`src/hw/rtl/otp_pkg.sv`:
```
// Shared types and constants for the overlap tile padding address generator.
// Used by otp_cfg, otp_reflect_pipe, overlap_tile_padding_address_gen and the testbench.
`timescale 1ns / 1ps

package otp_pkg;

	// limits of the register ranges
	localparam int MAX_VOLUME_DIM = 4096;
	localparam int MAX_TILE_EDGE  = 1000;
	localparam int MAX_BORDER     = 500;
	localparam int MAX_SLICES     = 25;

	// widths
	localparam int DIM_W      = 13;  // dimension values up to MAX_VOLUME_DIM
	localparam int COORD_W    = 12;  // voxel coordinates
	localparam int SC_W       = 14;  // signed coordinate before bounds check
	localparam int EDGE_W     = 10;
	localparam int BORDER_W   = 9;
	localparam int SLICE_W    = 5;
	localparam int HALF_W     = 4;
	localparam int BEDGE_W    = 11;  // bordered edge
	localparam int BAREA_W    = 22;  // bordered edge squared
	localparam int IDX_W      = 27;
	localparam int CFG_IDX_W  = 3;
	localparam int CFG_DATA_W = 13;
	localparam int MOD_STAGES = DIM_W;

	// register indexes
	localparam logic [CFG_IDX_W-1:0] REG_VOL_W  = 3'd0;
	localparam logic [CFG_IDX_W-1:0] REG_VOL_H  = 3'd1;
	localparam logic [CFG_IDX_W-1:0] REG_VOL_D  = 3'd2;
	localparam logic [CFG_IDX_W-1:0] REG_TILE   = 3'd3;
	localparam logic [CFG_IDX_W-1:0] REG_BORDER = 3'd4;
	localparam logic [CFG_IDX_W-1:0] REG_SLICES = 3'd5;
	localparam logic [CFG_IDX_W-1:0] REG_MIRROR = 3'd6;

	// config divider sequencer
	typedef enum logic [1:0] {
		CD_LOAD,
		CD_STEP,
		CD_IDLE
	} cd_state_t;

	// how the final stage forms one axis coordinate
	typedef enum logic [1:0] {
		AX_PASS,
		AX_NEG,
		AX_HIGH,
		AX_ZERO
	} ax_mode_t;

	// derived configuration seen by the datapath
	typedef struct packed {
		logic                busy;
		logic [DIM_W-1:0]    w;
		logic [DIM_W-1:0]    h;
		logic [DIM_W-1:0]    d;
		logic [BORDER_W-1:0] b;
		logic [HALF_W-1:0]   half;
		logic [BEDGE_W-1:0]  e;
		logic [BAREA_W-1:0]  ee;
		logic                mirror;
		logic [COORD_W-1:0]  last_x;
		logic [COORD_W-1:0]  last_y;
		logic [DIM_W-1:0]    step_x;
		logic [DIM_W-1:0]    step_y;
	} cfg_t;

	// side data carried alongside the modulo lanes
	typedef struct packed {
		logic               pad;
		logic [COORD_W-1:0] z;
		logic [IDX_W-1:0]   idx;
		ax_mode_t           x_mode;
		ax_mode_t           y_mode;
		logic [COORD_W-1:0] x_pass;
		logic [COORD_W-1:0] y_pass;
	} side_t;

endpackage

```
`src/hw/rtl/otp_cfg.sv`:
```
// Configuration registers, range clamps and the derived tile constants.
// A shared iterative divider computes tile counts and steps; depends on otp_pkg.
`timescale 1ns / 1ps

module otp_cfg import otp_pkg::*; (
	input  logic                  clk,
	input  logic                  arst_n,
	input  logic                  cfg_we,
	input  logic [CFG_IDX_W-1:0]  cfg_index,
	input  logic [CFG_DATA_W-1:0] cfg_data,
	output cfg_t                  cfg
);

	logic [DIM_W-1:0]    vw_q, vh_q, vd_q;
	logic [EDGE_W-1:0]   te_q;
	logic [BORDER_W-1:0] bw_q;
	logic [SLICE_W-1:0]  sc_q;
	logic                mir_q;

	// register writes
	always_ff @(posedge clk or negedge arst_n) begin
		if (!arst_n) begin
			vw_q  <= 13'd256;
			vh_q  <= 13'd256;
			vd_q  <= 13'd16;
			te_q  <= 10'd244;
			bw_q  <= 9'd92;
			sc_q  <= 5'd5;
			mir_q <= 1'b1;
		end else if (cfg_we) begin
			case (cfg_index)
				REG_VOL_W:  vw_q  <= cfg_data;
				REG_VOL_H:  vh_q  <= cfg_data;
				REG_VOL_D:  vd_q  <= cfg_data;
				REG_TILE:   te_q  <= cfg_data[EDGE_W-1:0];
				REG_BORDER: bw_q  <= cfg_data[BORDER_W-1:0];
				REG_SLICES: sc_q  <= cfg_data[SLICE_W-1:0];
				REG_MIRROR: mir_q <= cfg_data[0];
				default: ;
			endcase
		end
	end

	// saturate to the legal ranges
	logic [DIM_W-1:0]    w, h, d;
	logic [EDGE_W-1:0]   t;
	logic [BORDER_W-1:0] b;
	logic [SLICE_W-1:0]  s;
	logic [BEDGE_W-1:0]  e;
	logic [COORD_W-1:0]  last_x, last_y;

	always_comb begin
		w = (vw_q == '0) ? DIM_W'(1) : (vw_q > DIM_W'(MAX_VOLUME_DIM)) ? DIM_W'(MAX_VOLUME_DIM) : vw_q;
		h = (vh_q == '0) ? DIM_W'(1) : (vh_q > DIM_W'(MAX_VOLUME_DIM)) ? DIM_W'(MAX_VOLUME_DIM) : vh_q;
		d = (vd_q == '0) ? DIM_W'(1) : (vd_q > DIM_W'(MAX_VOLUME_DIM)) ? DIM_W'(MAX_VOLUME_DIM) : vd_q;
		t = (te_q == '0) ? EDGE_W'(1) : (te_q > EDGE_W'(MAX_TILE_EDGE)) ? EDGE_W'(MAX_TILE_EDGE) : te_q;
		b = (bw_q > BORDER_W'(MAX_BORDER)) ? BORDER_W'(MAX_BORDER) : bw_q;
		s = (sc_q == '0) ? SLICE_W'(1) : (sc_q > SLICE_W'(MAX_SLICES)) ? SLICE_W'(MAX_SLICES) : sc_q;
		e = BEDGE_W'(t) + {1'b0, b, 1'b0};
		// last tile start, zero when the volume is smaller than the tile
		last_x = (w > DIM_W'(t)) ? COORD_W'(w - DIM_W'(t)) : '0;
		last_y = (h > DIM_W'(t)) ? COORD_W'(h - DIM_W'(t)) : '0;
	end

	logic [BAREA_W-1:0] ee_q;
	always_ff @(posedge clk) begin
		ee_q <= BAREA_W'(e) * BAREA_W'(e);
	end

	// divider sequencer: tiles_x, step_x, tiles_y, step_y
	cd_state_t        state_q, state_n;
	logic [1:0]       op_q;
	logic [3:0]       cnt_q;
	logic [DIM_W-1:0] dvd_q, dvs_q, rem_q, quo_q;
	logic [DIM_W-1:0] tiles_x_q, step_x_q, tiles_y_q, step_y_q;
	logic [DIM_W-1:0] ld_dvd, ld_dvs;
	logic [DIM_W:0]   trial;
	logic             ge;
	logic             last_bit;

	always_comb begin
		case (op_q)
			2'd0: begin
				ld_dvd = w + DIM_W'(t) - DIM_W'(1);
				ld_dvs = DIM_W'(t);
			end
			2'd1: begin
				ld_dvd = DIM_W'(last_x) + tiles_x_q;
				ld_dvs = tiles_x_q;
			end
			2'd2: begin
				ld_dvd = h + DIM_W'(t) - DIM_W'(1);
				ld_dvs = DIM_W'(t);
			end
			default: begin
				ld_dvd = DIM_W'(last_y) + tiles_y_q;
				ld_dvs = tiles_y_q;
			end
		endcase
		trial    = {rem_q, dvd_q[DIM_W-1]};
		ge       = (trial >= {1'b0, dvs_q});
		last_bit = (cnt_q == 4'(DIM_W - 1));
	end

	// next state
	always_comb begin
		state_n = state_q;
		case (state_q)
			CD_LOAD: state_n = CD_STEP;
			CD_STEP: begin
				if (last_bit) state_n = (op_q == 2'd3) ? CD_IDLE : CD_LOAD;
			end
			CD_IDLE: state_n = CD_IDLE;
			default: state_n = CD_IDLE;
		endcase
		if (cfg_we) state_n = CD_LOAD;
	end

	always_ff @(posedge clk or negedge arst_n) begin
		if (!arst_n) begin
			state_q <= CD_LOAD;
			op_q    <= '0;
			cnt_q   <= '0;
		end else begin
			state_q <= state_n;
			if (cfg_we) begin
				op_q <= '0;
			end else if (state_q == CD_STEP && last_bit) begin
				op_q <= op_q + 2'd1;
			end
			cnt_q <= (state_q == CD_STEP) ? cnt_q + 4'd1 : '0;
		end
	end

	// restoring divide, one quotient bit per cycle
	always_ff @(posedge clk) begin
		if (state_q == CD_LOAD) begin
			dvd_q <= ld_dvd;
			dvs_q <= ld_dvs;
			rem_q <= '0;
			quo_q <= '0;
		end else if (state_q == CD_STEP) begin
			dvd_q <= {dvd_q[DIM_W-2:0], 1'b0};
			rem_q <= ge ? DIM_W'(trial - {1'b0, dvs_q}) : trial[DIM_W-1:0];
			quo_q <= {quo_q[DIM_W-2:0], ge};
			if (last_bit) begin
				case (op_q)
					2'd0:    tiles_x_q <= {quo_q[DIM_W-2:0], ge};
					2'd1:    step_x_q  <= {quo_q[DIM_W-2:0], ge};
					2'd2:    tiles_y_q <= {quo_q[DIM_W-2:0], ge};
					default: step_y_q  <= {quo_q[DIM_W-2:0], ge};
				endcase
			end
		end
	end

	assign cfg.busy   = (state_q != CD_IDLE);
	assign cfg.w      = w;
	assign cfg.h      = h;
	assign cfg.d      = d;
	assign cfg.b      = b;
	assign cfg.half   = s[SLICE_W-1:1];
	assign cfg.e      = e;
	assign cfg.ee     = ee_q;
	assign cfg.mirror = mir_q;
	assign cfg.last_x = last_x;
	assign cfg.last_y = last_y;
	assign cfg.step_x = step_x_q;
	assign cfg.step_y = step_y_q;

endmodule

```
`src/hw/rtl/otp_reflect_pipe.sv`:
```
// Pipelined remainder for the x and y reflections, one bit per stage.
// Side data rides along; stages collapse bubbles under stall. Depends on otp_pkg.
`timescale 1ns / 1ps

module otp_reflect_pipe import otp_pkg::*; (
	input  logic             clk,
	input  logic             arst_n,
	input  logic             in_valid,
	output logic             in_stall,
	input  logic [DIM_W-1:0] in_ax,
	input  logic [DIM_W-1:0] in_mx,
	input  logic [DIM_W-1:0] in_ay,
	input  logic [DIM_W-1:0] in_my,
	input  side_t            in_side,
	output logic             out_valid,
	input  logic             out_stall,
	output logic [DIM_W-1:0] out_rx,
	output logic [DIM_W-1:0] out_ry,
	output side_t            out_side
);

	logic [DIM_W-1:0]      ax_s [MOD_STAGES];
	logic [DIM_W-1:0]      mx_s [MOD_STAGES];
	logic [DIM_W-1:0]      rx_s [MOD_STAGES];
	logic [DIM_W-1:0]      ay_s [MOD_STAGES];
	logic [DIM_W-1:0]      my_s [MOD_STAGES];
	logic [DIM_W-1:0]      ry_s [MOD_STAGES];
	side_t                 sd_s [MOD_STAGES];
	logic [MOD_STAGES-1:0] v_s;
	logic [MOD_STAGES:0]   en;

	// a stage loads when it is empty or its successor moves
	assign en[MOD_STAGES] = !out_stall;
	genvar k;
	generate
		for (k = 0; k < MOD_STAGES; k++) begin : g_en
			assign en[k] = !v_s[k] || en[k+1];
		end

		for (k = 0; k < MOD_STAGES; k++) begin : g_stage
			logic [DIM_W-1:0] p_ax, p_mx, p_rx, p_ay, p_my, p_ry;
			side_t            p_sd;
			logic             p_v;
			logic [DIM_W:0]   tx, ty;

			if (k == 0) begin : g_first
				assign p_ax = in_ax;
				assign p_mx = in_mx;
				assign p_rx = '0;
				assign p_ay = in_ay;
				assign p_my = in_my;
				assign p_ry = '0;
				assign p_sd = in_side;
				assign p_v  = in_valid;
			end else begin : g_next
				assign p_ax = ax_s[k-1];
				assign p_mx = mx_s[k-1];
				assign p_rx = rx_s[k-1];
				assign p_ay = ay_s[k-1];
				assign p_my = my_s[k-1];
				assign p_ry = ry_s[k-1];
				assign p_sd = sd_s[k-1];
				assign p_v  = v_s[k-1];
			end

			// bring in the next dividend bit, subtract if it fits
			assign tx = {p_rx, p_ax[DIM_W-1]};
			assign ty = {p_ry, p_ay[DIM_W-1]};

			always_ff @(posedge clk or negedge arst_n) begin
				if (!arst_n) begin
					v_s[k] <= 1'b0;
				end else if (en[k]) begin
					v_s[k] <= p_v;
				end
			end

			always_ff @(posedge clk) begin
				if (en[k]) begin
					ax_s[k] <= {p_ax[DIM_W-2:0], 1'b0};
					ay_s[k] <= {p_ay[DIM_W-2:0], 1'b0};
					mx_s[k] <= p_mx;
					my_s[k] <= p_my;
					rx_s[k] <= (tx >= {1'b0, p_mx}) ? DIM_W'(tx - {1'b0, p_mx}) : tx[DIM_W-1:0];
					ry_s[k] <= (ty >= {1'b0, p_my}) ? DIM_W'(ty - {1'b0, p_my}) : ty[DIM_W-1:0];
					sd_s[k] <= p_sd;
				end
			end
		end
	endgenerate

	assign in_stall  = !en[0];
	assign out_valid = v_s[MOD_STAGES-1];
	assign out_rx    = rx_s[MOD_STAGES-1];
	assign out_ry    = ry_s[MOD_STAGES-1];
	assign out_side  = sd_s[MOD_STAGES-1];

endmodule

```
`src/hw/rtl/overlap_tile_padding_address_gen.sv`:
```
// Overlap tile padding address generator, top level.
// Instantiates otp_cfg and otp_reflect_pipe; depends on otp_pkg.
`timescale 1ns / 1ps

// One position of a bordered tile goes in per beat and one address beat comes out:
// the source voxel x/y/z, a zero-padding flag and the z-major buffer index. The
// block takes one beat per cycle unless the divider runs or the output stalls. Two
// setup stages, thirteen remainder stages for the mirror reflection and one output
// register form the pipe. After reset and every configuration write the input stalls
// while a shared bit-serial divider derives tile counts and steps (four divides).
module overlap_tile_padding_address_gen import otp_pkg::*; (
	input  logic                  clk,
	input  logic                  arst_n,
	input  logic                  cfg_we,
	input  logic [CFG_IDX_W-1:0]  cfg_index,
	input  logic [CFG_DATA_W-1:0] cfg_data,
	input  logic                  item_valid,
	output logic                  item_stall,
	input  logic [9:0]            tile_col,
	input  logic [9:0]            tile_row,
	input  logic [11:0]           center_slice,
	input  logic [10:0]           pos_x,
	input  logic [10:0]           pos_y,
	input  logic [4:0]            pos_z,
	output logic                  result_valid,
	input  logic                  result_stall,
	output logic [11:0]           src_x,
	output logic [11:0]           src_y,
	output logic [11:0]           src_z,
	output logic                  pad_zero,
	output logic [26:0]           buffer_index
);

	cfg_t cfg;

	otp_cfg u_cfg (
		.clk       (clk),
		.arst_n    (arst_n),
		.cfg_we    (cfg_we),
		.cfg_index (cfg_index),
		.cfg_data  (cfg_data),
		.cfg       (cfg)
	);

	logic en_s1, en_s2, en_o, rp_in_stall, rp_valid, accept;
	logic v_s1, v_s2, v_o;

	// stage enables, bubbles collapse
	assign en_o       = !v_o || !result_stall;
	assign en_s2      = !v_s2 || !rp_in_stall;
	assign en_s1      = !v_s1 || en_s2;
	assign item_stall = cfg.busy || !en_s1;
	assign accept     = item_valid && !item_stall;

	// stage 1: products and slice position
	logic [22:0]        sx_s1, sy_s1;
	logic [IDX_W-1:0]   mz_s1;
	logic [BAREA_W-1:0] my_s1;
	logic [10:0]        px_s1;
	logic [SC_W-1:0]    z_s1;
	logic               zpad_s1;
	logic signed [SC_W-1:0] z_c;

	assign z_c = $signed({2'b0, center_slice}) - $signed({10'b0, cfg.half})
		+ $signed({9'b0, pos_z});

	always_ff @(posedge clk or negedge arst_n) begin
		if (!arst_n) begin
			v_s1 <= 1'b0;
		end else if (en_s1) begin
			v_s1 <= accept;
		end
	end

	always_ff @(posedge clk) begin
		if (en_s1) begin
			sx_s1   <= 23'(tile_col) * 23'(cfg.step_x);
			sy_s1   <= 23'(tile_row) * 23'(cfg.step_y);
			mz_s1   <= IDX_W'(pos_z) * IDX_W'(cfg.ee);
			my_s1   <= BAREA_W'(pos_y) * BAREA_W'(cfg.e);
			px_s1   <= pos_x;
			z_s1    <= z_c;
			zpad_s1 <= z_c[SC_W-1] || (z_c >= $signed({1'b0, cfg.d}));
		end
	end

	// py needs to travel too for y coordinate
	logic [10:0] py_s1;
	always_ff @(posedge clk) begin
		if (en_s1) py_s1 <= pos_y;
	end

	// stage 2: clamp tile start, remove border, classify
	logic [COORD_W-1:0]     st_x, st_y;
	logic signed [SC_W-1:0] x_c, y_c;
	logic                   xneg, yneg, xhi, yhi, outside;
	logic [DIM_W-1:0]       ax_n, mx_n, ay_n, my_n;
	logic [SC_W-1:0]        xabs, yabs;
	side_t                  sd_n;

	always_comb begin
		st_x = (sx_s1 > 23'(cfg.last_x)) ? cfg.last_x : sx_s1[COORD_W-1:0];
		st_y = (sy_s1 > 23'(cfg.last_y)) ? cfg.last_y : sy_s1[COORD_W-1:0];
		x_c  = $signed({2'b0, st_x}) - $signed({5'b0, cfg.b}) + $signed({3'b0, px_s1});
		y_c  = $signed({2'b0, st_y}) - $signed({5'b0, cfg.b}) + $signed({3'b0, py_s1});
		xneg = x_c[SC_W-1];
		yneg = y_c[SC_W-1];
		xhi  = !xneg && (x_c >= $signed({1'b0, cfg.w}));
		yhi  = !yneg && (y_c >= $signed({1'b0, cfg.h}));
		outside = xneg || yneg || xhi || yhi;
		xabs = SC_W'(-x_c);
		yabs = SC_W'(-y_c);

		// remainder operands: |c| mod dim below zero, c mod (dim-1) above
		ax_n = xneg ? xabs[DIM_W-1:0] : x_c[DIM_W-1:0];
		mx_n = xneg ? cfg.w : cfg.w - DIM_W'(1);
		ay_n = yneg ? yabs[DIM_W-1:0] : y_c[DIM_W-1:0];
		my_n = yneg ? cfg.h : cfg.h - DIM_W'(1);

		sd_n.idx    = mz_s1 + IDX_W'(my_s1) + IDX_W'(px_s1);
		sd_n.pad    = 1'b0;
		sd_n.z      = z_s1[COORD_W-1:0];
		sd_n.x_mode = AX_PASS;
		sd_n.y_mode = AX_PASS;
		sd_n.x_pass = x_c[COORD_W-1:0];
		sd_n.y_pass = y_c[COORD_W-1:0];
		if (zpad_s1) begin
			// slice outside the volume: all zero, no z reflection
			sd_n.pad    = 1'b1;
			sd_n.z      = '0;
			sd_n.x_pass = '0;
			sd_n.y_pass = '0;
		end else if (outside && !cfg.mirror) begin
			sd_n.pad    = 1'b1;
			sd_n.x_pass = '0;
			sd_n.y_pass = '0;
		end else if (outside) begin
			if (xneg)                          sd_n.x_mode = AX_NEG;
			else if (xhi && cfg.w == DIM_W'(1)) sd_n.x_mode = AX_ZERO;
			else if (xhi)                      sd_n.x_mode = AX_HIGH;
			if (yneg)                          sd_n.y_mode = AX_NEG;
			else if (yhi && cfg.h == DIM_W'(1)) sd_n.y_mode = AX_ZERO;
			else if (yhi)                      sd_n.y_mode = AX_HIGH;
		end
	end

	logic [DIM_W-1:0] ax_s2, mx_s2, ay_s2, my_s2;
	side_t            sd_s2;

	always_ff @(posedge clk or negedge arst_n) begin
		if (!arst_n) begin
			v_s2 <= 1'b0;
		end else if (en_s2) begin
			v_s2 <= v_s1;
		end
	end

	always_ff @(posedge clk) begin
		if (en_s2) begin
			ax_s2 <= ax_n;
			mx_s2 <= mx_n;
			ay_s2 <= ay_n;
			my_s2 <= my_n;
			sd_s2 <= sd_n;
		end
	end

	// remainder lanes
	logic [DIM_W-1:0] rx, ry;
	side_t            sd_r;

	otp_reflect_pipe u_reflect (
		.clk       (clk),
		.arst_n    (arst_n),
		.in_valid  (v_s2),
		.in_stall  (rp_in_stall),
		.in_ax     (ax_s2),
		.in_mx     (mx_s2),
		.in_ay     (ay_s2),
		.in_my     (my_s2),
		.in_side   (sd_s2),
		.out_valid (rp_valid),
		.out_stall (!en_o),
		.out_rx    (rx),
		.out_ry    (ry),
		.out_side  (sd_r)
	);

	// final coordinate per axis
	logic [COORD_W-1:0] fx, fy;
	logic [DIM_W-1:0]   hx, hy;

	always_comb begin
		hx = cfg.w - DIM_W'(1) - rx;
		hy = cfg.h - DIM_W'(1) - ry;
		case (sd_r.x_mode)
			AX_NEG:  fx = rx[COORD_W-1:0];
			AX_HIGH: fx = hx[COORD_W-1:0];
			AX_ZERO: fx = '0;
			default: fx = sd_r.x_pass;
		endcase
		case (sd_r.y_mode)
			AX_NEG:  fy = ry[COORD_W-1:0];
			AX_HIGH: fy = hy[COORD_W-1:0];
			AX_ZERO: fy = '0;
			default: fy = sd_r.y_pass;
		endcase
	end

	// output register
	logic [COORD_W-1:0] res_x_q, res_y_q, res_z_q;
	logic               res_pad_q;
	logic [IDX_W-1:0]   res_idx_q;

	always_ff @(posedge clk or negedge arst_n) begin
		if (!arst_n) begin
			v_o <= 1'b0;
		end else if (en_o) begin
			v_o <= rp_valid;
		end
	end

	always_ff @(posedge clk) begin
		if (en_o) begin
			res_x_q   <= fx;
			res_y_q   <= fy;
			res_z_q   <= sd_r.z;
			res_pad_q <= sd_r.pad;
			res_idx_q <= sd_r.idx;
		end
	end

	assign result_valid = v_o;
	assign src_x        = res_x_q;
	assign src_y        = res_y_q;
	assign src_z        = res_z_q;
	assign pad_zero     = res_pad_q;
	assign buffer_index = res_idx_q;

endmodule

```
`config.mk`:
```
export PLATFORM = sky130hd
export DESIGN_NAME = overlap_tile_padding_address_gen
export DESIGN_NICKNAME = d
export VERILOG_FILES = /design/src/hw/rtl/otp_pkg.sv /design/src/hw/rtl/otp_cfg.sv /design/src/hw/rtl/otp_reflect_pipe.sv /design/src/hw/rtl/overlap_tile_padding_address_gen.sv
export SDC_FILE = /design/constraint.sdc
export NUM_CORES = 2
export LEC_CHECK = 0
export BUFFER_PORTS_ARGS = -buffer_cell sky130_fd_sc_hd__buf_2
export CAP_MARGIN = 10
export CORE_MARGIN = 1.5
export CORE_UTILIZATION = 60
export DETAILED_ROUTE_END_ITERATION = 8
export PLACE_DENSITY = 0.76
export RECOVER_POWER = 25
export SYNTH_ARGS = -nofsm -noshare
export SYNTH_HDL_FRONTEND = slang
export SYNTH_SLANG_ARGS = --single-unit
```
`constraint.sdc`:
```
create_clock -name clk -period 40.8 [get_ports clk]
set_clock_uncertainty 0.1 [all_clocks]
set_input_delay 2.04 -clock clk [delete_from_list [all_inputs] [get_ports clk]]
set_output_delay 2.04 -clock clk [all_outputs]
set_load 0.01 [all_outputs]
```
=== After elaboration in Yosys (flattened, before gate mapping) ===
Memories as Yosys holds them, arrays and structs flattened.
Cells that the tools add are included.

* Add/sub/neg operators: 52
* Multipliers: 5
* $lt $le $gt $ge: 40
* Equality and inequality tests: 21
* Multiplexer cells: 92
* Bitwise logic cells: 3
* Reductions and logical operators: 77

{| class="wikitable"
|+ Operators by type and width
! cell !! count
|-
| 2-to-1 mux 13 bit || 39
|-
| >= comparator 14 x 13 -> 1 bit || 25
|-
| subtractor 13 bit || 25
|-
| one-hot mux 12 bit (3 select lines) || 2
|-
| subtractor 13 x 1 -> 13 bit, second input constant || 4
|-
| 2-to-1 mux 12 bit || 4
|-
| > comparator 23 x 12 -> 1 bit || 2
|-
| multiplier 10 x 13 -> 23 bit || 2
|-
| multiplier 11 x 11 -> 22 bit || 2
|-
| >= comparator 14 bit || 3
|-
| > comparator 13 bit, second input constant || 3
|-
| logical NOT 13 bit || 3
|-
| one-hot mux 13 bit (3 select lines) || 1
|-
| 2-to-1 mux 1 bit || 29
|-
| adder 13 x 12 -> 14 bit || 2
|-
| adder 27 x 11 -> 27 bit || 1
|-
| adder 27 x 22 -> 27 bit || 1
|-
| multiplier 5 x 22 -> 27 bit || 1
|-
| adder 12 x 13 -> 13 bit || 2
|-
| adder 13 x 10 -> 13 bit || 2
|-
| == test 13 x 1 -> 1 bit, second input constant || 2
|-
| >= comparator 1 x 13 -> 1 bit || 2
|-
| > comparator 13 x 10 -> 1 bit || 2
|-
| negator 13 bit || 2
|-
| other kinds (41) || 129
|}

* Register bits: 527
* RAM bits: 1,872
* Bits of input ports: 80
* Output and inout bits: 66
* Logic and storage cells: 358
* Memories kept: 7

{| class="wikitable"
|+ Memory list
! memory !! depth !! width !! read ports !! clocked after Yosys merged registers in !! write ports !! line !! source
|-
| u_reflect.sd_s || 13 || 68 || 13 || 0 || 13 || otp_reflect_pipe.sv:28 || <nowiki>side_t sd_s [MOD_STAGES];</nowiki>
|-
| u_reflect.mx_s || 13 || 13 || 12 || 0 || 13 || otp_reflect_pipe.sv:23 || <nowiki>logic [DIM_W-1:0] mx_s [MOD_STAGES];</nowiki>
|-
| u_reflect.my_s || 13 || 13 || 12 || 0 || 13 || otp_reflect_pipe.sv:26 || <nowiki>logic [DIM_W-1:0] my_s [MOD_STAGES];</nowiki>
|-
| u_reflect.rx_s || 13 || 13 || 13 || 0 || 13 || otp_reflect_pipe.sv:24 || <nowiki>logic [DIM_W-1:0] rx_s [MOD_STAGES];</nowiki>
|-
| u_reflect.ry_s || 13 || 13 || 13 || 0 || 13 || otp_reflect_pipe.sv:27 || <nowiki>logic [DIM_W-1:0] ry_s [MOD_STAGES];</nowiki>
|-
| u_reflect.ax_s || 13 || 12 || 12 || 0 || 13 || otp_reflect_pipe.sv:22 || <nowiki>logic [DIM_W-1:0] ax_s [MOD_STAGES];</nowiki>
|-
| +1 memories || - || - || - || - || - || - ||
|}

=== Depth between registers and ports, before layout ===
* Depth after elaboration: 21
* Depth in mapped cells: 51
* Depth with buffers taken out: 49

=== Cells and area by module ===
A second synthesis with hierarchy kept.

* Cell total of the unflattened synthesis: 9,722
* Area, all modules: 122,862.8 µm²

{| class="wikitable"
|+ Modules (own cells, without submodules)
! module !! instances !! cells an instance !! area an instance (µm²) !! seq. area each (µm²)
|-
| otp_reflect_pipe || 1 || 4,806 || 73,989.7 || 51,074.0
|-
| overlap_tile_padding_address_gen || 1 || 3,331 || 33,460.8 || 9,504.1
|-
| otp_cfg || 1 || 1,585 || 15,412.3 || 5,057.4
|}

=== Worst setup path after synthesis ===
No wires, ideal clock.

* Path kind: in2out
* Start point: input port result_stall
* End point: output port item_stall
* Data arrival time: 14,561 ps
* Required time: 38,660 ps
* Slack: 24,099 ps
* Stages on the path: 10
* Buffers on the path: 0
* Cells stage by stage: and3_1 inv_1 nor2_1 and2_1 inv_1 nor3_1 nand3_1 inv_1 nand3_1 nand2_1

* Cells in the longest elaborated chain, start to end: 19

{| class="wikitable"
|+ Ends and longest elaborated chain
! what !! line !! source
|-
| from (decl) || overlap_tile_padding_address_gen.sv:26 || <nowiki>input logic result_stall,</nowiki>
|-
| logical NOT 1 bit || overlap_tile_padding_address_gen.sv:49 || <nowiki>assign en_o = !v_o || !result_stall;</nowiki>
|-
| logical OR 1 bit || overlap_tile_padding_address_gen.sv:49 ||
|-
| logical OR 1 bit || otp_reflect_pipe.sv:37 || <nowiki>assign en[k] = !v_s[k] || en[k+1];</nowiki>
|-
| named net u_reflect.en[12] || otp_reflect_pipe.sv:30 || <nowiki>logic [MOD_STAGES:0] en;</nowiki>
|-
| logical OR 1 bit (4 in a row) || otp_reflect_pipe.sv:37 ||
|-
| named net u_reflect.en[8] || otp_reflect_pipe.sv:30 ||
|-
| logical OR 1 bit (8 in a row) || otp_reflect_pipe.sv:37 ||
|-
| named net u_reflect.en[0] || otp_reflect_pipe.sv:30 ||
|-
| logical OR 1 bit || overlap_tile_padding_address_gen.sv:50 || <nowiki>assign en_s2 = !v_s2 || !rp_in_stall;</nowiki>
|-
| logical OR 1 bit || overlap_tile_padding_address_gen.sv:51 || <nowiki>assign en_s1 = !v_s1 || en_s2;</nowiki>
|-
| logical NOT 1 bit || overlap_tile_padding_address_gen.sv:52 || <nowiki>assign item_stall = cfg.busy || !en_s1;</nowiki>
|-
| logical OR 1 bit || overlap_tile_padding_address_gen.sv:52 ||
|-
| to (decl) || overlap_tile_padding_address_gen.sv:18 || <nowiki>output logic item_stall,</nowiki>
|}

The timed path passes the listed nets, and every way through them passes these cells.

=== Final worst setup path ===
* Start point: register u_cfg.vh_q[5]
* End point: register sd_s2[20] (netlist name) (data pin)

* Cells in the longest elaborated chain, start to end: 14
* Elaborated cells on any way between the ends: 19
* Those cells by class: 3 x add/sub; 4 x order compare; 4 x mux; 8 x reduce/logical

{| class="wikitable"
|+ Ends and longest elaborated chain
! what !! line !! source
|-
| from (decl) || otp_cfg.sv:14 || <nowiki>logic [DIM_W-1:0] vw_q, vh_q, vd_q;</nowiki>
|-
| from (signal assigned) || otp_cfg.sv:33 || <nowiki>REG_VOL_H: vh_q <= cfg_data;</nowiki>
|-
| > comparator 13 bit || otp_cfg.sv:54 || <nowiki>h = (vh_q == '0) ? DIM_W'(1) : (vh_q > DIM_W'(MAX_VOLUME_DIM)) ? DIM_W'(MAX_VOLUME_DIM) : vh_q;</nowiki>
|-
| 2-to-1 mux 13 bit || otp_cfg.sv:54 ||
|-
| 2-to-1 mux 13 bit * || otp_cfg.sv:54 ||
|-
| subtractor 12 x 10 -> 12 bit or > comparator 13 x 10 -> 1 bit (tied branches) || otp_cfg.sv:62 || <nowiki>last_y = (h > DIM_W'(t)) ? COORD_W'(h - DIM_W'(t)) : '0;</nowiki>
|-
| 2-to-1 mux 12 bit * || otp_cfg.sv:62 ||
|-
| > comparator 23 x 12 -> 1 bit || overlap_tile_padding_address_gen.sv:103 || <nowiki>st_y = (sy_s1 > 23'(cfg.last_y)) ? cfg.last_y : sy_s1[COORD_W-1:0];</nowiki>
|-
| 2-to-1 mux 12 bit * || overlap_tile_padding_address_gen.sv:103 ||
|-
| subtractor 12 x 9 -> 13 bit * || overlap_tile_padding_address_gen.sv:105 || <nowiki>y_c = $signed({2'b0, st_y}) - $signed({5'b0, cfg.b}) + $signed({3'b0, py_s1});</nowiki>
|-
| adder 13 x 12 -> 14 bit * || overlap_tile_padding_address_gen.sv:105 ||
|-
| named net y_c[11] || overlap_tile_padding_address_gen.sv:95 || <nowiki>logic signed [SC_W-1:0] x_c, y_c;</nowiki>
|-
| >= comparator 14 bit * || overlap_tile_padding_address_gen.sv:109 || <nowiki>yhi = !yneg && (y_c >= $signed({1'b0, cfg.h}));</nowiki>
|-
| logical AND 1 bit * || overlap_tile_padding_address_gen.sv:109 ||
|-
| logical OR 1 bit * || overlap_tile_padding_address_gen.sv:110 || <nowiki>outside = xneg || yneg || xhi || yhi;</nowiki>
|-
| logical AND 1 bit * || overlap_tile_padding_address_gen.sv:133 || <nowiki>end else if (outside && !cfg.mirror) begin</nowiki>
|-
| OR reduction 2 bit (no line) * || - ||
|-
| to (signal assigned) || overlap_tile_padding_address_gen.sv:164 || <nowiki>sd_s2 <= sd_n;</nowiki>
|-
| to (decl) || overlap_tile_padding_address_gen.sv:148 || <nowiki>side_t sd_s2;</nowiki>
|}

The timed path passes the listed nets; every way through them passes the cells marked *.
A chain may end at the register's enable or synchronous reset.

==> key figures <==
Clock network
  – CTS tree: yes
  – Cts hold-fix bufs: 0
  – Clk sinks: approximately 2,200
  – CTS buffer count: about 220
  – Clk buf depth: 3
  – Later-pin clock latency in the skew report: between 800 and 900 ps
  – Clock slew at reported path FFs: around 60 ps
  – Setup bufs post-CTS: 0
  – Post-CTS sizing: 0
  – Clk Tree Root Cell: clkbuf_16
  – Htree depth: 4

Worst hold path
  – Hold_sp: u_reflect.sd_s[0][159]$_DFFE_PP_
  – Hold path endpoint: u_reflect.sd_s[0][227]$_DFFE_PP_
  – Hold Path Depth: 0
  – Worst min path class: register to register

STA
  – RSZ-0062 raised after global routing: false
  – Worst rel slew slack: 0.191
  – Final hold vios: 0
  – Highest clock rate: between 80 and 90 MHz
  – Worst Tran Pin Value: 1200 ps
  – Final min period: ~12,000 ps
  – Final worst-path cycle share: 0.295
  – Fin Setup TNS: 0 ps
  – Fin. max-slew vios: 0
  – Final Setup Violations: 0

Setup path
  – CP max-delay cell: a31oi_4
  – R2r startpoint: u_cfg.vh_q[5]$_DFFE_PN0P_
  – CP peak stage delay: just under 700 ps
  – Worst R2R Setup Slack: 28,750 ps
  – Kind of critical path: register to register
  – CP Max Fanout: 25
  – WP data required: 41,230 ps
  – Worst reg2reg path depth: 46
  – Critical path startpoint category: register
  – Reg-to-reg endpoint: sd_s2[20]$_SDFFCE_PP0P_
  – Worst EP arrival: 12,480 ps
  – CP endpoint kind: register

Place
  – IO buf count: 145
  – Gp weighted congestion: about 0.96
  – HPWL after detailed placement: roughly 180 mm

Route
  – DRC viols: 0
  – DR pass1 iterations: 5
  – Iter 0 DRT Violations: between 4,000 and 5,000
  – Via Count: slightly below 70,000
  – Final ANT Viol Nets: 0
  – Vias per cell: between 5 and 6
  – DR WL/cell: just over 20 um
  – DRT Wirelength: 248 mm

Synthesis
  – Compound-gate portion of the synthesized area: 0.0754
  – Post-synthesis mux area share: 0.0212
  – Sequential cell area fraction in the yosys report: 0.562
  – Largest family of logic cells by synthesized area: adder cells
  – Gate count of the mapped netlist: around 9,200
  – Count leader, synth: edfxtp_1
  – Netlist cell types: between 90 and 100
  – Adder-Cell Fraction of Synth Area: 0.166
  – Ys Warns: 0
  – Cell Area, Synth: approximately 120,000 um^2
  – Simple-gate share of the synthesized area: 0.0941
  – Post-synth EDFFs: ~2,100
  – Yosys top cell by area: edfxtp_1
  – Yosys reg bits: between 2,000 and 2,500
  – Share of Yosys cell area claimed by the top area cell type: 0.536
  – Post-synth top cells: edfxtp_1, inv_1, ha_1
  – Post-synthesis async set-or-reset flop share: 0.0393
  – Syn avg cell area: approximately 13 um^2
  – Synth top area cells: edfxtp_1, ha_1, fa_1
  – Xor/xnor cell area share of the yosys netlist: 0.0405
  – Primary FF master, synth: edfxtp_1

GRT
  – Number of global-route vias before repair: roughly 71,000
  – Initial antenna violation count: 14
  – First-pass GRT wire length: about 390 mm
  – Pin count of the biggest net entering global routing: 80
  – Tot GR Track Use: 0.254
  – Grt ovf: 0

Outcome
  – Status: complete, no violations

Run
  – Max-cap viol count: 0

Floorplanning
  – Core footprint: ~190,000 um^2
  – Io pins: between 100 and 150
  – FP Rows: 161
  – Die area: just under 200,000 um^2
  – Chip height: approximately 440 um
  – Die width: 444 um
  – Initial Util: 0.605

Cells and area
  – Area Growth Syn to Fin: 9.64%
  – Layout cells sized above 1: 0.0854
  – # nets final: between 10,000 and 15,000
==> worst max-delay path: cells and delay by family, from the launching register on <==
| family | cells | cell delay [ps] |
|---|---|---|
| adders and majority gates | 5 | 1490 |
| xor gates and xnor gates | 2 | 490 |
| AOI/OAI and AO/OA | 17 | 4290 |
| buffers and inverters | 4 | 660 |
| DFF | 1 | 430 |
| and+or+nand+nor | 18 | 4290 |
==> through the flow <==
stage / hold WS, ps / instances / setup WS [ps] / instance area [um^2] / util
CTS: 276 / 12100 / 28650 / 128000 / 0.663
finish: 280 / 12100 / 28750 / 128000 / 0.663
floorplan: 300 / 9185 / 24100 / 117000 / -
global route: 285 / 12100 / 27710 / 128000 / 0.663
global placement: 301 / 11700 / 28930 / 120000 / 0.623
detailed placement: 305 / 11700 / 28760 / 120000 / 0.623
==> flip-flops by register name (all words and copies together) (netlist names), 21 cells and up <==
register	cells
sd_s2	68
u_reflect.ay_s	78
sy_s1	23
u_reflect.ry_s	168
u_reflect.rx_s	168
u_reflect.mx_s	156
u_reflect.ax_s	78
buffer_index	27
sx_s1	23
mz_s1	27
u_reflect.my_s	156
u_reflect.sd_s	884
my_s1	22
u_cfg.ee_q	21
==> metal layers <==
| metal | GRT usage | wire [um] | share of wire | vias up |
|---|---|---|---|---|
| met1 | 0.316 | 100000 | 0.40 | 33900 |
| met2 | 0.437 | 123000 | 0.50 | 1929 |
| met3 | 0.0349 | 11800 | 0.047 | 591 |
| li1 | - | - | - | 32900 |
| met5 | 0 | 41 | 0.00017 | - |
| met4 | 0.121 | 13100 | 0.053 | 6 |
==> how the worst max path moves through the flow <==
| stage | to | slack, ps | startpoint | cells after the start |
|---|---|---|---|---|
| final | sd_s2[20]$_SDFFCE_PP0P_ | 28750 | u_cfg.vh_q[5]$_DFFE_PN0P_ | 46 |
| after global routing | sd_s2[20]$_SDFFCE_PP0P_ | 27710 | u_cfg.vh_q[5]$_DFFE_PN0P_ | 46 |
| after CTS | sd_s2[20]$_SDFFCE_PP0P_ | 28650 | u_cfg.vh_q[5]$_DFFE_PN0P_ | 46 |
| after detailed placement | sd_s2[9]$_SDFFCE_PP0P_ | 28760 | u_cfg.vh_q[5]$_DFFE_PN0P_ | 46 |
| after global placement | sd_s2[8]$_SDFFCE_PP0P_ | 28930 | u_cfg.vh_q[5]$_DFFE_PN0P_ | 46 |
| after floorplan | item_stall | 24100 | result_stall | 10 |
==> placed cells by master, fill, tap and decap left out, types with 94 or more instances in the layout <==
cell type	synthesis	layout
a21o_1	148	148
a21oi_1	478	477
and2_1	257	257
buf_2	6	145
clkbuf_16	0	219
edfxtp_1	2080	2080
fa_1	423	423
ha_1	870	870
inv_1	1037	1032
mux2_2	188	188
nand2_1	655	649
nand3_1	99	95
nand4_1	94	94
nor2_1	581	581
nor2b_1	158	158
nor3_1	152	151
o21ai_0	312	309
xnor2_1	362	362
xor2_1	175	175
==> final cells by class <==
class                           instances  area (um^2)
Clock inverter                        151         1890
Sequential cell                      2213        65600
Clock buffer                          259         5730
Timing Repair Buffer                  192         1080
Inverter                             1039         3910
Multi-Input combinational cell       5734        46500
Fill cell                           13500        64900
Antenna cell                            8         20.0
Tap cell                             2526         3160
==> cells by family after synthesis <==
group                      Yosys count
other                                2
DFF                               2213
buffers and inverters             1238
AOI/OAI and AO/OA                 1389
and+or+nand+nor                   2286
xor gates and xnor gates           538
muxes                              223
adders and majority gates         1294
Power is not shown: default switching activity piles up to over one toggle a cycle in this logic, so the estimate is an artifact.
